<file path="src/rtl/core/dbpd_pkg.sv">
// ----------------------------------------------------------------------------
// dbpd_pkg
// Types, widths and constants shared by the axis speed controller.
// ----------------------------------------------------------------------------
package dbpd_pkg;

    // Field and datapath widths
    localparam int unsigned DATA_W     = 16;
    localparam int unsigned MUL_W      = 17;
    localparam int unsigned PROD_W     = 2 * MUL_W;
    localparam int unsigned CFG_IDX_W  = 3;

    // Shared divider: 36-bit dividend, 16-bit divisor, 4 quotient bits a cycle
    localparam int unsigned DIV_W      = 36;
    localparam int unsigned DSR_W      = 16;
    localparam int unsigned RADIX_BITS = 4;
    localparam int unsigned DIV_STEPS  = DIV_W / RADIX_BITS;
    localparam int unsigned DIV_CNT_W  = $clog2(DIV_STEPS);

    // Parameter defaults
    localparam int DEF_HW_MAX_SPEED     = 20000;
    localparam int DEF_DELTA_FILTER_DIV = 4;
    localparam int DEF_GAIN_UNITY       = 1024;

    // Register indexes
    typedef enum logic [CFG_IDX_W-1:0] {
        CFG_DEADBAND    = 3'd0,
        CFG_RESTART_DB  = 3'd1,
        CFG_PROP_GAIN   = 3'd2,
        CFG_DERIV_GAIN  = 3'd3,
        CFG_FF_GAIN     = 3'd4,
        CFG_GAIN_DIV    = 3'd5,
        CFG_MIN_SPEED   = 3'd6,
        CFG_MAX_SPEED   = 3'd7
    } t_cfg_idx;

    typedef struct packed {
        logic [DATA_W-1:0] deadband;
        logic [DATA_W-1:0] restart_deadband;
        logic [DATA_W-1:0] prop_gain;
        logic [DATA_W-1:0] deriv_gain;
        logic [DATA_W-1:0] ff_gain;
        logic [DATA_W-1:0] gain_divisor;
        logic [DATA_W-1:0] min_speed;
        logic [DATA_W-1:0] max_speed;
    } t_cfg;

    // Multiplier request
    typedef struct packed {
        logic                     en;
        logic signed [MUL_W-1:0]  a;
        logic signed [MUL_W-1:0]  b;
    } t_mul_req;

    // Divider request and response
    typedef struct packed {
        logic              start;
        logic [DIV_W-1:0]  dividend;
        logic [DSR_W-1:0]  divisor;
    } t_div_req;

    typedef struct packed {
        logic              done;
        logic [DIV_W-1:0]  quot;
    } t_div_rsp;

    // Sequencer states
    typedef enum logic [3:0] {
        ST_IDLE,
        ST_FILT_DIV,
        ST_ACT,
        ST_PD_M1,
        ST_PD_M2,
        ST_PD_SUM,
        ST_PD_DIV,
        ST_FF,
        ST_FF_M,
        ST_FF_DIV,
        ST_SUM,
        ST_G_M,
        ST_G_DIV,
        ST_DONE
    } t_state;

endpackage

</file>
<file path="src/rtl/core/dbpd_cfg.sv">
// ----------------------------------------------------------------------------
// dbpd_cfg
// Configuration register file of the axis controller, write only.
// ----------------------------------------------------------------------------
module dbpd_cfg import dbpd_pkg::*; (
    input  logic                  i_clk,
    input  logic                  i_rst_n,
    input  logic                  i_cfg_we,
    input  logic [CFG_IDX_W-1:0]  i_cfg_idx,
    input  logic [DATA_W-1:0]     i_cfg_data,
    output t_cfg                  o_cfg
);

    // Reset contents: all zero except a unity gain divisor
    localparam t_cfg CFG_RESET = '{gain_divisor: DATA_W'(1), default: '0};

    t_cfg r_cfg, n_cfg;

    // Write decode
    always_comb begin
        n_cfg = r_cfg;
        if (i_cfg_we) begin
            case (t_cfg_idx'(i_cfg_idx))
                CFG_DEADBAND:   n_cfg.deadband         = i_cfg_data;
                CFG_RESTART_DB: n_cfg.restart_deadband = i_cfg_data;
                CFG_PROP_GAIN:  n_cfg.prop_gain        = i_cfg_data;
                CFG_DERIV_GAIN: n_cfg.deriv_gain       = i_cfg_data;
                CFG_FF_GAIN:    n_cfg.ff_gain          = i_cfg_data;
                CFG_GAIN_DIV:   n_cfg.gain_divisor     = i_cfg_data;
                CFG_MIN_SPEED:  n_cfg.min_speed        = i_cfg_data;
                CFG_MAX_SPEED:  n_cfg.max_speed        = i_cfg_data;
                default: ;
            endcase
        end
    end

    always_ff @(posedge i_clk) begin
        if (!i_rst_n) begin
            r_cfg <= CFG_RESET;
        end else begin
            r_cfg <= n_cfg;
        end
    end

    assign o_cfg = r_cfg;

endmodule

</file>
<file path="src/rtl/core/dbpd_mul.sv">
// ----------------------------------------------------------------------------
// dbpd_mul
// Shared 17x17 signed multiplier with a registered product.
// ----------------------------------------------------------------------------
module dbpd_mul import dbpd_pkg::*; (
    input  logic                      i_clk,
    input  t_mul_req                  i_req,
    output logic signed [PROD_W-1:0]  o_prod
);

    logic signed [PROD_W-1:0] r_prod;

    // Product is registered and lands in the cycle after the request
    always_ff @(posedge i_clk) begin
        if (i_req.en) begin
            r_prod <= i_req.a * i_req.b;
        end
    end

    assign o_prod = r_prod;

endmodule

</file>
<file path="src/rtl/core/dbpd_div.sv">
// ----------------------------------------------------------------------------
// dbpd_div
// Shared unsigned restoring divider, four quotient bits per cycle.
// ----------------------------------------------------------------------------
module dbpd_div import dbpd_pkg::*; (
    input  logic      i_clk,
    input  logic      i_rst_n,
    input  t_div_req  i_req,
    output t_div_rsp  o_rsp
);

    logic                  r_busy;
    logic                  r_done;
    logic [DIV_CNT_W-1:0]  r_cnt;
    logic [DSR_W-1:0]      r_rem, n_rem;
    logic [DIV_W-1:0]      r_quo, n_quo;
    logic [DSR_W-1:0]      r_dsr;

    // Four shift/compare/subtract steps; dividend shifts out the top,
    // quotient bits shift in at the bottom
    always_comb begin
        logic [DSR_W:0]    t;
        logic [DSR_W-1:0]  rem;
        logic [DIV_W-1:0]  quo;
        rem = r_rem;
        quo = r_quo;
        for (int k = 0; k < RADIX_BITS; k++) begin
            t   = {rem, quo[DIV_W-1]};
            quo = {quo[DIV_W-2:0], 1'b0};
            if (t >= {1'b0, r_dsr}) begin
                t      = t - {1'b0, r_dsr};
                quo[0] = 1'b1;
            end
            rem = t[DSR_W-1:0];
        end
        n_rem = rem;
        n_quo = quo;
    end

    // Control; done pulses for one cycle after the last iteration
    always_ff @(posedge i_clk) begin
        if (!i_rst_n) begin
            r_busy <= 1'b0;
            r_done <= 1'b0;
            r_cnt  <= '0;
        end else begin
            r_done <= r_busy && !i_req.start && (r_cnt == DIV_CNT_W'(DIV_STEPS - 1));
            if (i_req.start) begin
                r_busy <= 1'b1;
                r_cnt  <= '0;
            end else if (r_busy) begin
                r_cnt <= r_cnt + 1'b1;
                if (r_cnt == DIV_CNT_W'(DIV_STEPS - 1)) begin
                    r_busy <= 1'b0;
                end
            end
        end
    end

    // Datapath
    always_ff @(posedge i_clk) begin
        if (i_req.start) begin
            r_rem <= '0;
            r_quo <= i_req.dividend;
            r_dsr <= i_req.divisor;
        end else if (r_busy) begin
            r_rem <= n_rem;
            r_quo <= n_quo;
        end
    end

    assign o_rsp.done = r_done;
    assign o_rsp.quot = r_quo;

endmodule

</file>
<file path="src/rtl/core/deadband_pd_feedforward_axis_top.sv">
// ----------------------------------------------------------------------------
// deadband_pd_feedforward_axis_top
// One axis of a vision-error stepper speed controller: PD law with deadband
// hysteresis, trend feedforward, speed clamp and Q output gain.
// ----------------------------------------------------------------------------
// One error sample is taken at a time; the input stalls until its result is
// in the output register. The shortest item (restart frame, idle axis, no
// feedforward, unity gain) skips the divider; the longest runs the filter
// update, the PD quotient, the feedforward quotient and the gain rounding,
// each one pass of the shared divider: a start request, then 9 iterations
// of 4 quotient bits and a done flag, plus registered products from the
// shared 17x17 multiplier. The next sample is accepted while a finished
// result still waits in the output register.
module deadband_pd_feedforward_axis_top import dbpd_pkg::*; #(
    parameter int HW_MAX_SPEED     = DEF_HW_MAX_SPEED,
    parameter int DELTA_FILTER_DIV = DEF_DELTA_FILTER_DIV,
    parameter int GAIN_UNITY       = DEF_GAIN_UNITY
) (
    input  logic                     i_clk,
    input  logic                     i_rst_n,
    // configuration
    input  logic                     i_cfg_we,
    input  logic [CFG_IDX_W-1:0]     i_cfg_idx,
    input  logic [DATA_W-1:0]        i_cfg_data,
    // sample in
    input  logic                     i_in_valid,
    output logic                     o_in_stall,
    input  logic signed [DATA_W-1:0] i_error,
    input  logic                     i_restart,
    input  logic [DATA_W-1:0]        i_out_gain,
    // command out
    output logic                     o_out_valid,
    input  logic                     i_out_stall,
    output logic signed [DATA_W-1:0] o_speed_command,
    output logic signed [DATA_W-1:0] o_feed_forward,
    output logic                     o_axis_active
);

    localparam logic [DATA_W-1:0] HW16   = DATA_W'(HW_MAX_SPEED);
    localparam logic [DATA_W-1:0] FDIV16 = DATA_W'(DELTA_FILTER_DIV);
    localparam logic [DATA_W-1:0] GU16   = DATA_W'(GAIN_UNITY);

    // Saturate to the signed 16-bit range
    function automatic logic signed [DATA_W-1:0] sat16(input logic signed [18:0] v);
        logic signed [DATA_W-1:0] r;
        if (v > 19'sd32767)       r = 16'sh7FFF;
        else if (v < -19'sd32768) r = 16'sh8000;
        else                      r = v[DATA_W-1:0];
        return r;
    endfunction

    t_cfg       cfg;
    t_mul_req   mul_req;
    t_div_req   div_req;
    t_div_rsp   div_rsp;
    logic signed [PROD_W-1:0] prod;

    t_state r_state, n_state;

    logic signed [DATA_W-1:0] r_err, r_prev, r_fd, r_ff;
    logic [DATA_W-1:0]        r_gain;
    logic                     r_active, r_neg;
    logic signed [PROD_W-1:0] r_acc;
    logic signed [16:0]       r_pd, r_cmd;

    logic                     r_out_valid;
    logic signed [DATA_W-1:0] r_out_cmd, r_out_ff;
    logic                     r_out_act;

    // ------------------------------------------------------------------
    // Submodules
    // ------------------------------------------------------------------
    dbpd_cfg u_cfg (
        .i_clk      (i_clk),
        .i_rst_n    (i_rst_n),
        .i_cfg_we   (i_cfg_we),
        .i_cfg_idx  (i_cfg_idx),
        .i_cfg_data (i_cfg_data),
        .o_cfg      (cfg)
    );

    dbpd_mul u_mul (
        .i_clk  (i_clk),
        .i_req  (mul_req),
        .o_prod (prod)
    );

    dbpd_div u_div (
        .i_clk   (i_clk),
        .i_rst_n (i_rst_n),
        .i_req   (div_req),
        .o_rsp   (div_rsp)
    );

    // ------------------------------------------------------------------
    // Shared terms
    // ------------------------------------------------------------------
    logic              in_xfer, out_free;
    logic [DATA_W-1:0] lim, div_eff, gain_eff, rdb_eff, thr;
    logic [DIV_W-1:0]  quot;

    assign in_xfer  = i_in_valid && !o_in_stall;
    assign out_free = !r_out_valid || !i_out_stall;
    assign quot     = div_rsp.quot;
    assign lim      = (cfg.max_speed > HW16) ? HW16 : cfg.max_speed;
    assign div_eff  = (cfg.gain_divisor == '0) ? DATA_W'(1) : cfg.gain_divisor;
    assign gain_eff = (r_gain == '0) ? GU16 : r_gain;
    assign rdb_eff  = (cfg.restart_deadband < cfg.deadband) ? cfg.deadband
                                                            : cfg.restart_deadband;
    assign thr      = r_active ? cfg.deadband : rdb_eff;

    // Derivative filter: sample delta and gap to the filtered value
    logic signed [16:0] sample_raw;
    logic signed [15:0] sample;
    logic signed [17:0] diff;
    logic [17:0]        diff_mag;
    logic [DIV_W-1:0]   filt_dividend;
    logic signed [18:0] fd_sum;

    assign sample_raw    = 17'(i_error) - 17'(r_prev);
    assign sample        = sat16(19'(sample_raw));
    assign diff          = 18'(sample) - 18'(r_fd);
    assign diff_mag      = diff[17] ? 18'(-diff) : 18'(diff);
    assign filt_dividend = DIV_W'(diff_mag) + DIV_W'(DELTA_FILTER_DIV - 1);
    assign fd_sum        = r_neg ? (19'(r_fd) - 19'({2'b00, quot[16:0]}))
                                 : (19'(r_fd) + 19'({2'b00, quot[16:0]}));

    // Deadband test on the error magnitude
    logic signed [16:0] err17;
    logic [16:0]        err_mag;
    logic               in_band;

    assign err17   = 17'(r_err);
    assign err_mag = err17[16] ? 17'(-err17) : 17'(err17);
    assign in_band = err_mag <= {1'b0, thr};

    // Magnitudes for the divider
    logic [PROD_W-1:0] acc_mag, prod_mag;

    assign acc_mag  = r_acc[PROD_W-1] ? PROD_W'(-r_acc) : PROD_W'(r_acc);
    assign prod_mag = prod[PROD_W-1]  ? PROD_W'(-prod)  : PROD_W'(prod);

    // PD speed from the quotient
    logic [16:0]        q_sat, a_floor, a_sel, a_cap1, a_cap;
    logic               pd_opp;
    logic signed [16:0] pd_val;

    always_comb begin
        if (r_neg) q_sat = (quot > DIV_W'(32768)) ? 17'd32768 : quot[16:0];
        else       q_sat = (quot > DIV_W'(32767)) ? 17'd32767 : quot[16:0];
        a_floor = (q_sat < {1'b0, cfg.min_speed}) ? {1'b0, cfg.min_speed} : q_sat;
        a_sel   = (quot == '0) ? {1'b0, cfg.min_speed} : a_floor;
        a_cap1  = (a_sel > {1'b0, cfg.max_speed}) ? {1'b0, cfg.max_speed} : a_sel;
        a_cap   = (a_cap1 > {1'b0, HW16}) ? {1'b0, HW16} : a_cap1;
        pd_opp  = (quot != '0) && (r_neg != r_err[DATA_W-1]);
        if (pd_opp)                  pd_val = '0;
        else if (r_err[DATA_W-1])    pd_val = -$signed(a_cap);
        else                         pd_val = $signed(a_cap);
    end

    // Feedforward from the quotient, clamped to the limit
    logic [DATA_W-1:0]        ff_mag;
    logic signed [DATA_W-1:0] ff_val;

    assign ff_mag = (quot > DIV_W'(lim)) ? lim : quot[DATA_W-1:0];
    assign ff_val = r_neg ? -$signed(ff_mag) : $signed(ff_mag);

    // PD plus feedforward, clamped
    logic signed [17:0] sum18, lim18;
    logic signed [16:0] cmd_val;
    logic               need_gain;

    assign sum18 = 18'(r_pd) + 18'(r_ff);
    assign lim18 = $signed({2'b00, lim});
    always_comb begin
        if (sum18 > lim18)       cmd_val = 17'(lim18);
        else if (sum18 < -lim18) cmd_val = 17'(-lim18);
        else                     cmd_val = 17'(sum18);
    end
    assign need_gain = (gain_eff != GU16) && (cmd_val != '0);

    // Output gain, rounded half away from zero, clamped to hardware limit
    logic [DIV_W-1:0]   g_dividend;
    logic [16:0]        g_mag;
    logic signed [16:0] g_val;

    assign g_dividend = DIV_W'(prod_mag) + DIV_W'(GAIN_UNITY / 2);
    assign g_mag      = (quot > DIV_W'(HW16)) ? {1'b0, HW16} : quot[16:0];
    assign g_val      = r_neg ? -$signed(g_mag) : $signed(g_mag);

    // ------------------------------------------------------------------
    // Sequencer: next state
    // ------------------------------------------------------------------
    always_comb begin
        n_state = r_state;
        case (r_state)
            ST_IDLE:     if (in_xfer) n_state = i_restart ? ST_ACT : ST_FILT_DIV;
            ST_FILT_DIV: if (div_rsp.done) n_state = ST_ACT;
            ST_ACT:      n_state = in_band ? ST_FF : ST_PD_M1;
            ST_PD_M1:    n_state = ST_PD_M2;
            ST_PD_M2:    n_state = ST_PD_SUM;
            ST_PD_SUM:   n_state = ST_PD_DIV;
            ST_PD_DIV:   if (div_rsp.done) n_state = ST_FF;
            ST_FF: begin
                if (r_fd != '0 && cfg.ff_gain != '0) n_state = ST_FF_M;
                else                                 n_state = ST_SUM;
            end
            ST_FF_M:     n_state = ST_FF_DIV;
            ST_FF_DIV:   if (div_rsp.done) n_state = ST_SUM;
            ST_SUM:      n_state = need_gain ? ST_G_M : ST_DONE;
            ST_G_M:      n_state = ST_G_DIV;
            ST_G_DIV:    if (div_rsp.done) n_state = ST_DONE;
            ST_DONE:     if (out_free) n_state = ST_IDLE;
            default:     n_state = ST_IDLE;
        endcase
    end

    // ------------------------------------------------------------------
    // Sequencer: unit requests
    // ------------------------------------------------------------------
    always_comb begin
        mul_req = '0;
        div_req = '0;
        case (r_state)
            ST_IDLE: begin
                if (in_xfer && !i_restart) begin
                    div_req.start    = 1'b1;
                    div_req.dividend = filt_dividend;
                    div_req.divisor  = FDIV16;
                end
            end
            ST_ACT: begin
                mul_req.en = !in_band;
                mul_req.a  = 17'(r_err);
                mul_req.b  = $signed({1'b0, cfg.prop_gain});
            end
            ST_PD_M1: begin
                mul_req.en = 1'b1;
                mul_req.a  = 17'(r_fd);
                mul_req.b  = $signed({1'b0, cfg.deriv_gain});
            end
            ST_PD_SUM: begin
                div_req.start    = 1'b1;
                div_req.dividend = DIV_W'(acc_mag);
                div_req.divisor  = div_eff;
            end
            ST_FF: begin
                mul_req.en = (r_fd != '0) && (cfg.ff_gain != '0);
                mul_req.a  = 17'(r_fd);
                mul_req.b  = $signed({1'b0, cfg.ff_gain});
            end
            ST_FF_M: begin
                div_req.start    = 1'b1;
                div_req.dividend = DIV_W'(prod_mag);
                div_req.divisor  = div_eff;
            end
            ST_SUM: begin
                mul_req.en = need_gain;
                mul_req.a  = cmd_val;
                mul_req.b  = $signed({1'b0, gain_eff});
            end
            ST_G_M: begin
                div_req.start    = 1'b1;
                div_req.dividend = g_dividend;
                div_req.divisor  = GU16;
            end
            default: ;
        endcase
    end

    // ------------------------------------------------------------------
    // State, axis state and result registers
    // ------------------------------------------------------------------
    always_ff @(posedge i_clk) begin
        if (!i_rst_n) begin
            r_state     <= ST_IDLE;
            r_prev      <= '0;
            r_fd        <= '0;
            r_active    <= 1'b0;
            r_out_valid <= 1'b0;
        end else begin
            r_state <= n_state;
            // Result register: filled on leaving ST_DONE, emptied by a transfer
            if (r_state == ST_DONE && out_free) r_out_valid <= 1'b1;
            else if (!i_out_stall)              r_out_valid <= 1'b0;
            case (r_state)
                ST_IDLE: begin
                    if (in_xfer) begin
                        r_err  <= i_error;
                        r_gain <= i_out_gain;
                        r_prev <= i_error;
                        r_neg  <= diff[17];
                        if (i_restart) r_fd <= '0;
                    end
                end
                ST_FILT_DIV: if (div_rsp.done) r_fd <= sat16(fd_sum);
                ST_ACT: begin
                    r_active <= !in_band;
                    if (in_band) r_pd <= '0;
                end
                ST_PD_M1:  r_acc <= prod;
                ST_PD_M2:  r_acc <= r_acc + prod;
                ST_PD_SUM: r_neg <= r_acc[PROD_W-1];
                ST_PD_DIV: if (div_rsp.done) r_pd <= pd_val;
                ST_FF: begin
                    if (r_fd == '0 || cfg.ff_gain == '0) r_ff <= '0;
                end
                ST_FF_M:   r_neg <= prod[PROD_W-1];
                ST_FF_DIV: if (div_rsp.done) r_ff <= ff_val;
                ST_SUM:    r_cmd <= cmd_val;
                ST_G_M:    r_neg <= prod[PROD_W-1];
                ST_G_DIV:  if (div_rsp.done) r_cmd <= g_val;
                ST_DONE: begin
                    if (out_free) begin
                        r_out_cmd   <= r_cmd[DATA_W-1:0];
                        r_out_ff    <= r_ff;
                        r_out_act   <= r_active;
                    end
                end
                default: ;
            endcase
        end
    end

    assign o_in_stall      = (r_state != ST_IDLE);
    assign o_out_valid     = r_out_valid;
    assign o_speed_command = r_out_cmd;
    assign o_feed_forward  = r_out_ff;
    assign o_axis_active   = r_out_act;

endmodule

</file>
<file path="config.mk">
export PLATFORM = sky130hd
export DESIGN_NAME = deadband_pd_feedforward_axis_top
export DESIGN_NICKNAME = d
export VERILOG_FILES = /design/src/rtl/core/dbpd_pkg.sv /design/src/rtl/core/dbpd_cfg.sv /design/src/rtl/core/dbpd_mul.sv /design/src/rtl/core/dbpd_div.sv /design/src/rtl/core/deadband_pd_feedforward_axis_top.sv
export SDC_FILE = /design/constraint.sdc
export NUM_CORES = 2
export LEC_CHECK = 0
export ABC_AREA = 1
export BUFFER_PORTS_ARGS = -buffer_cell sky130_fd_sc_hd__buf_2
export CAP_MARGIN = 40
export CORE_ASPECT_RATIO = 1.25
export CORE_MARGIN = 3
export CORE_UTILIZATION = 50
export DETAILED_ROUTE_END_ITERATION = 10
export HOLD_SLACK_MARGIN = 0.15
export PLACE_DENSITY = 0.75
export SYNTH_ARGS = -nofsm -noshare
export SYNTH_HDL_FRONTEND = slang
export SYNTH_HIERARCHICAL = 1
export SYNTH_SLANG_ARGS = --single-unit
export TNS_END_PERCENT = 30
</file>
<file path="constraint.sdc">
create_clock -name i_clk -period 16.4 [get_ports i_clk]
set_input_delay 0.82 -clock i_clk [delete_from_list [all_inputs] [get_ports i_clk]]
set_output_delay 0.82 -clock i_clk [all_outputs]
set_load 0.02 [all_outputs]
</file>
# Yosys cells after proc, flatten, opt, wreduce, memory -nomap -nowiden
# Index checks and enable logic that the tools add are counted.
dict set report word_totals {
  register_bits 423
  input_bits 57
  output_inout_bits 35
  elab_cells 234
}
dict set report classes {
  n_addsub 21
  n_mul 1
  magnitude_cmp 20
  n_eq_ne 33
  muxes 73
  bitwise 1
  reduce_logical 55
}
# op count
set op_table {}
lappend op_table {{16-bit 2-to-1 mux} 23}
lappend op_table {{17-bit 2-to-1 mux} 14}
lappend op_table {{53-bit one-hot mux with 4 select lines} 1}
lappend op_table {{35-bit one-hot mux with 4 select lines} 1}
lappend op_table {{16-bit one-hot mux with 2 select lines} 3}
lappend op_table {{36-bit by 15-bit greater-than comparator with 1-bit output, second input constant} 2}
lappend op_table {{36-bit 2-to-1 mux} 2}
lappend op_table {{17-bit by 16-bit greater-or-equal comparator with 1-bit output} 4}
lappend op_table {{34-bit 2-to-1 mux} 2}
lappend op_table {{34-bit negator} 2}
lappend op_table {{34-bit one-hot mux with 2 select lines} 1}
lappend op_table {{16-bit logical NOT} 4}
lappend op_table {{16-bit subtractor} 4}
lappend op_table {{4-bit one-hot mux with 14 select lines} 1}
lappend op_table {{53-bit 2-to-1 mux} 1}
lappend op_table {{36-bit by 16-bit greater-than comparator with 1-bit output} 1}
lappend op_table {{36-bit by 16-bit greater-than comparator with 1-bit output, second input constant} 1}
lappend op_table {{36-bit logical NOT} 1}
lappend op_table {{36-bit nonzero test} 1}
lappend op_table {{34-bit by 10-bit adder with 35-bit output, second input constant} 1}
lappend op_table {{34-bit adder} 1}
lappend op_table {{17-bit by 17-bit multiplier with 34-bit output} 1}
lappend op_table {{17-bit one-hot mux with 2 select lines} 1}
lappend op_table {{16-bit by 16-bit subtractor with 17-bit output} 2}
lappend op_table {{56 further kinds} 129}

# Logic depth before layout (Yosys ltp)
dict set report depth {
  word_depth 15
  ltp_mapped 62
  mapped_depth_nobuf 58
}

# Hierarchy
# The synthesis kept the hierarchy.
# module n_inst cells_each area_each_um2 seq_area_each_um2
set modules_own_cells {}
lappend modules_own_cells {deadband_pd_feedforward_axis_top 1 3455 22607.9 5235.0}
lappend modules_own_cells {dbpd_mul 1 1670 13045.0 1021.0}
lappend modules_own_cells {dbpd_div 1 1006 7035.5 2001.9}
lappend modules_own_cells {dbpd_cfg 1 724 5128.7 2562.5}

# Worst setup path after synthesis
# OpenSTA, ideal clock, no wires.
dict set report synth_path {
  path_type {register to register}
  from {reg u_cfg.r_cfg, in the netlist u_cfg/o_cfg[13]}
  to {reg u_mul.r_prod[33] (netlist: u_mul/o_prod[33]) (data pin)}
  setup_ps 252
  arrival_ps 9556
  t_required_ps 16148
  path_slack_ps 6591
  path_stages_with_launch 51
  path_buffers 4
  period_less_slack_ps 9809
  cell_sequence {dfxtp_1 nor2_1 nand3_1 nor4_1 o21ai_0 o311ai_0 nand2_1 buf_2 inv_1 nor2_1 inv_1 ha_1 nand2_1 nor2_1 nand2_1 and2_1 ha_1 nand2_1 [... 15 more ...] fa_1 inv_1 fa_1 inv_1 fa_1 inv_1 fa_1 inv_1 fa_1 fa_1 inv_1 ha_1 nand2_1 nor3_1 and2_2 a21oi_1 nand2_1 nand2_1}
}
# item line_no
set synth_lines {}
lappend synth_lines {{start: declaration} dbpd_cfg.sv:17} ;# t_cfg r_cfg, n_cfg;
lappend synth_lines {{start signal: assignment} dbpd_cfg.sv:41} ;# r_cfg <= n_cfg;
lappend synth_lines {{end signal: assignment} dbpd_mul.sv:16} ;# r_prod <= i_req.a * i_req.b;
lappend synth_lines {{end: declaration} dbpd_mul.sv:11} ;# logic signed [PROD_W-1:0] r_prod;

==> results.py <==
metrics = {
    "floorplanning": {
        "core_um2": 94600,
        "die_y_um": 352,
        "start_util_pct": 50.6,
        "num_io_pins": 92,
        "dieArea_um2": 99400,
        "die_w_um": 283,
        "rows": 126,
    },
    "global_routing": {
        "grt_antenna_before_repair": 3,
        "busiest_layer": "met2",
        "use_met1_pct": 35.4,
        "track_usage_pct": 30.8,
        "grt_max_degree": 82,
        "grt_util_met2_pct": 53.4,
        "grt_pass1_wl_um": 239000,
        "grt_pass1_vias": 44600,
        "use_met3_pct": 4.07,
        "overflow": 0,
    },
    "sta": {
        "setup_viol": 0,
        "worstMarginPinSlew_ns": 0.948,
        "fmax_mhz": 85.8,
        "fin_crit_ns": 11.66,
        "fin_skew_ns": 0.0409,
        "rsz0062_at_grt": "no",
        "holdWs_ns": 0.341,
        "setup_ws_ns": 4.74,
        "hold_viol": 0,
        "fin_crit_sh_pct": 71.1,
        "finalSetupTns_ns": 0,
        "drv_slew": 0,
        "slew_headroom_pct": 36.7,
    },
    "layout": {
        "post-route-util_pct": 54.2,
        "multi_input_area_um2": 31500,
        "finalNetCount": 7594,
        "seq_area_um2": 10800,
        "stdcell_area_um2": 51300,
        "drive_above_1_share_pct": 5.93,
        "syn_to_final_growth_pct": 7.23,
        "fin_cells": 8117,
        "fillers": 9189,
    },
    "placement": {
        "place_congestion": 1.01,
        "hpwl_um": 121000,
        "pre_cts_ws_ns": 4.93,
        "numPortBuffers": 91,
        "post_dp_cell_area_um2": 49500,
        "dp_cells": 8021,
    },
    "power_and_ir_drop": {
        "clockPowerShare_pct": 10.6,
        "fin_total_pwr_mw": 11.2,
        "ir_drop_uv": 383,
        "power.internal_mw": 4.85,
        "p_comb_share_pct": 75.8,
        "static-leakage-power_nw": 26.0,
        "pwr_density_cell_nw_per_um2": 218,
        "p_switching_mw": 6.32,
        "p_sw_share_pct": 56.6,
        "seqPwrFrac_pct": 13.6,
    },
    "clock_network": {
        "cts_made_buffers": 50,
        "cts_tree": "built",
        "postCtsHoldBufs": 0,
        "h-tree-depth": 2,
        "path_clk_slew_ns": 0.06,
        "postCtsResizedCells": 0,
        "cts.sinks": 423,
        "clock_latency_ns": 0.66,
        "cts_buffer_depth": 3,
        "root_buffer": "clkbuf_16",
        "post_cts_buffers": 0,
    },
    "synth": {
        "synthArstFlopShare_pct": 0,
        "yosysMostFrequentCell": "nand2_1",
        "synth_area_per_cell_um2": 6.98,
        "synth_top_area_share_pct": 14.8,
        "yosys-top-cells-area": "edfxtp_1 15%, nand2_1 14%, fa_1 13%, ha_1 9.8%, inv_1 9.2%",
        "synth_edf_count": 235,
        "synth_ff_type": "edfxtp_1",
        "synth_area_leader_cell": "edfxtp_1",
        "synth.yosys.seq_area_share_pct": 22.6,
        "yosys_warnings": 6,
        "synth-seq-cells": 423,
        "synth.distinct_cells": 66,
        "synth.top_cells.by_count": "1743 x nand2_1, 1178 x inv_1, 692 x nor2_1, 431 x nand3_1, 375 x ha_1",
        "synth_area_um2": 47800,
        "synthCells": 6855,
    },
    "critical_path": {
        "critPathRequiredTime_ns": 16.78,
        "startpoint_type": "register",
        "endpoint_kind": "register",
        "critPathMaxFanout": 24,
        "crit_top_cell": "nand2_1",
        "crit_arrival_ns": 12.04,
        "cpPeakStageDelay_ns": 0.89,
        "criticalPathCategory": "register to register",
        "crit_slowest_cell": "fa_1",
    },
    "detailed_routing": {
        "route.vias.total": 44900,
        "drt_iter0_markers": 3711,
        "routed_via_density": 5.54,
        "route.detailed.wl_per_inst_um": 18.8,
        "drc_errors": 0,
        "antenna_left": 0,
        "dr.pass1.iters": 6,
        "wl_um": 153000,
    },
    "status": {
        "status": "finished, final reports clean",
    },
    "flow_run": {
        "drv_cap": 0,
    },
    "min_path": {
        "hp-class": "input port to register",
    },
}
[critical path: cells and delay by family, from the launching register on]
kind                     cells  cell delay, ns
AO/OA/AOI/OAI                5            0.65
AND/OR/NAND/NOR             24            4.03
flip-flops                   1            0.37
buffers and inverters        9            1.76
adder cells (fa/ha/maj)      9            4.57
[layer usage]
metal / up-vias / share of wire (%) / wire length, um
met5: - / 0.012 / 18
met3: 528 / 7.0 / 10600
li1: 21800 / - / -
met4: 2 / 7.9 / 12000
met2: 1722 / 48 / 72600
met1: 20900 / 38 / 57300
[cell type report]
| type | instances | share of cell area [%] |
|---|---|---|
| Antenna cell | 2 | 0.00976 |
| Multi-Input combinational cell | 5002 | 61.4 |
| Timing Repair Buffer | 166 | 2.15 |
| Clock inverter | 29 | 0.778 |
| Tap cell | 1216 | 2.97 |
| Clock buffer | 65 | 2.67 |
| Inverter | 1214 | 8.89 |
| Sequential cell | 423 | 21.1 |
[worst paths after layout]
check	startpoint	end	slack (ns)	cells after the start
setup / recovery	u_cfg/o_cfg[13]$_SDFFE_PN0P_	u_mul/o_prod[33]$_DFFE_PP_	4.74	47
hold / removal	i_out_gain[11]	r_gain[11]$_DFFE_PP_	0.34	1
setup reg to reg	u_cfg/o_cfg[13]$_SDFFE_PN0P_	u_mul/o_prod[33]$_DFFE_PP_	4.74	47
hold reg to reg	r_cmd[2]$_DFFE_PP_	o_speed_command[2]$_DFFE_PP_	0.41	0
[state kept, by name, summed over array words and instances, names as in the netlist, 17 cells and up]
register and count:
r_acc 34, r_pd 17, u_cfg/o_cfg 128, u_div/r_quo 36, u_mul/o_prod 34
[power by group through the flow]
stage / logic, mW / clock network (mW) / registers (mW)
detailed placement: 8.24 / 0 / 1.54
global route: 9.44 / 1.24 / 1.54
floorplan: 6.51 / 0 / 1.46
finish: 8.46 / 1.18 / 1.52
CTS: 8.29 / 1.20 / 1.52
global placement: 8.11 / 0 / 1.54
[cell families after synthesis]
| group | after synthesis | synth area share (%) |
|---|---|---|
| DFF | 423 | 22.6 |
| adders and majority gates | 680 | 22.6 |
| buffers and inverters | 1433 | 11.6 |
| other | 2 | 0.0157 |
| AOI/OAI and AO/OA | 846 | 10.1 |
| and+or+nand+nor | 3235 | 28.7 |
| xor gates and xnor gates | 236 | 4.32 |
[cell usage in the layout, fill, tap and decap left out, types with 13 or more instances in the layout]
master	synthesis	final
nor3_1	98	98
xnor2_1	58	58
dfxtp_1	188	188
buf_2	34	91
buf_4	9	68
nor4_1	36	36
o21ai_1	11	13
nand2_2	31	32
inv_2	31	31
nand3_1	431	431
o21a_1	15	15
xor2_1	178	178
o221ai_1	32	32
o31ai_1	13	13
inv_1	1178	1178
o21ai_0	285	283
ha_1	375	375
o21bai_1	30	30
a21oi_1	332	331
o211ai_1	25	25
clkbuf_16	0	50
fa_1	305	305
nor2_1	692	685
or2_2	26	26
nand2_1	1743	1742
nand4_1	91	91
edfxtp_1	235	235
a31oi_1	26	26
nor2_2	12	17
(Power assumes the default switching activity.)
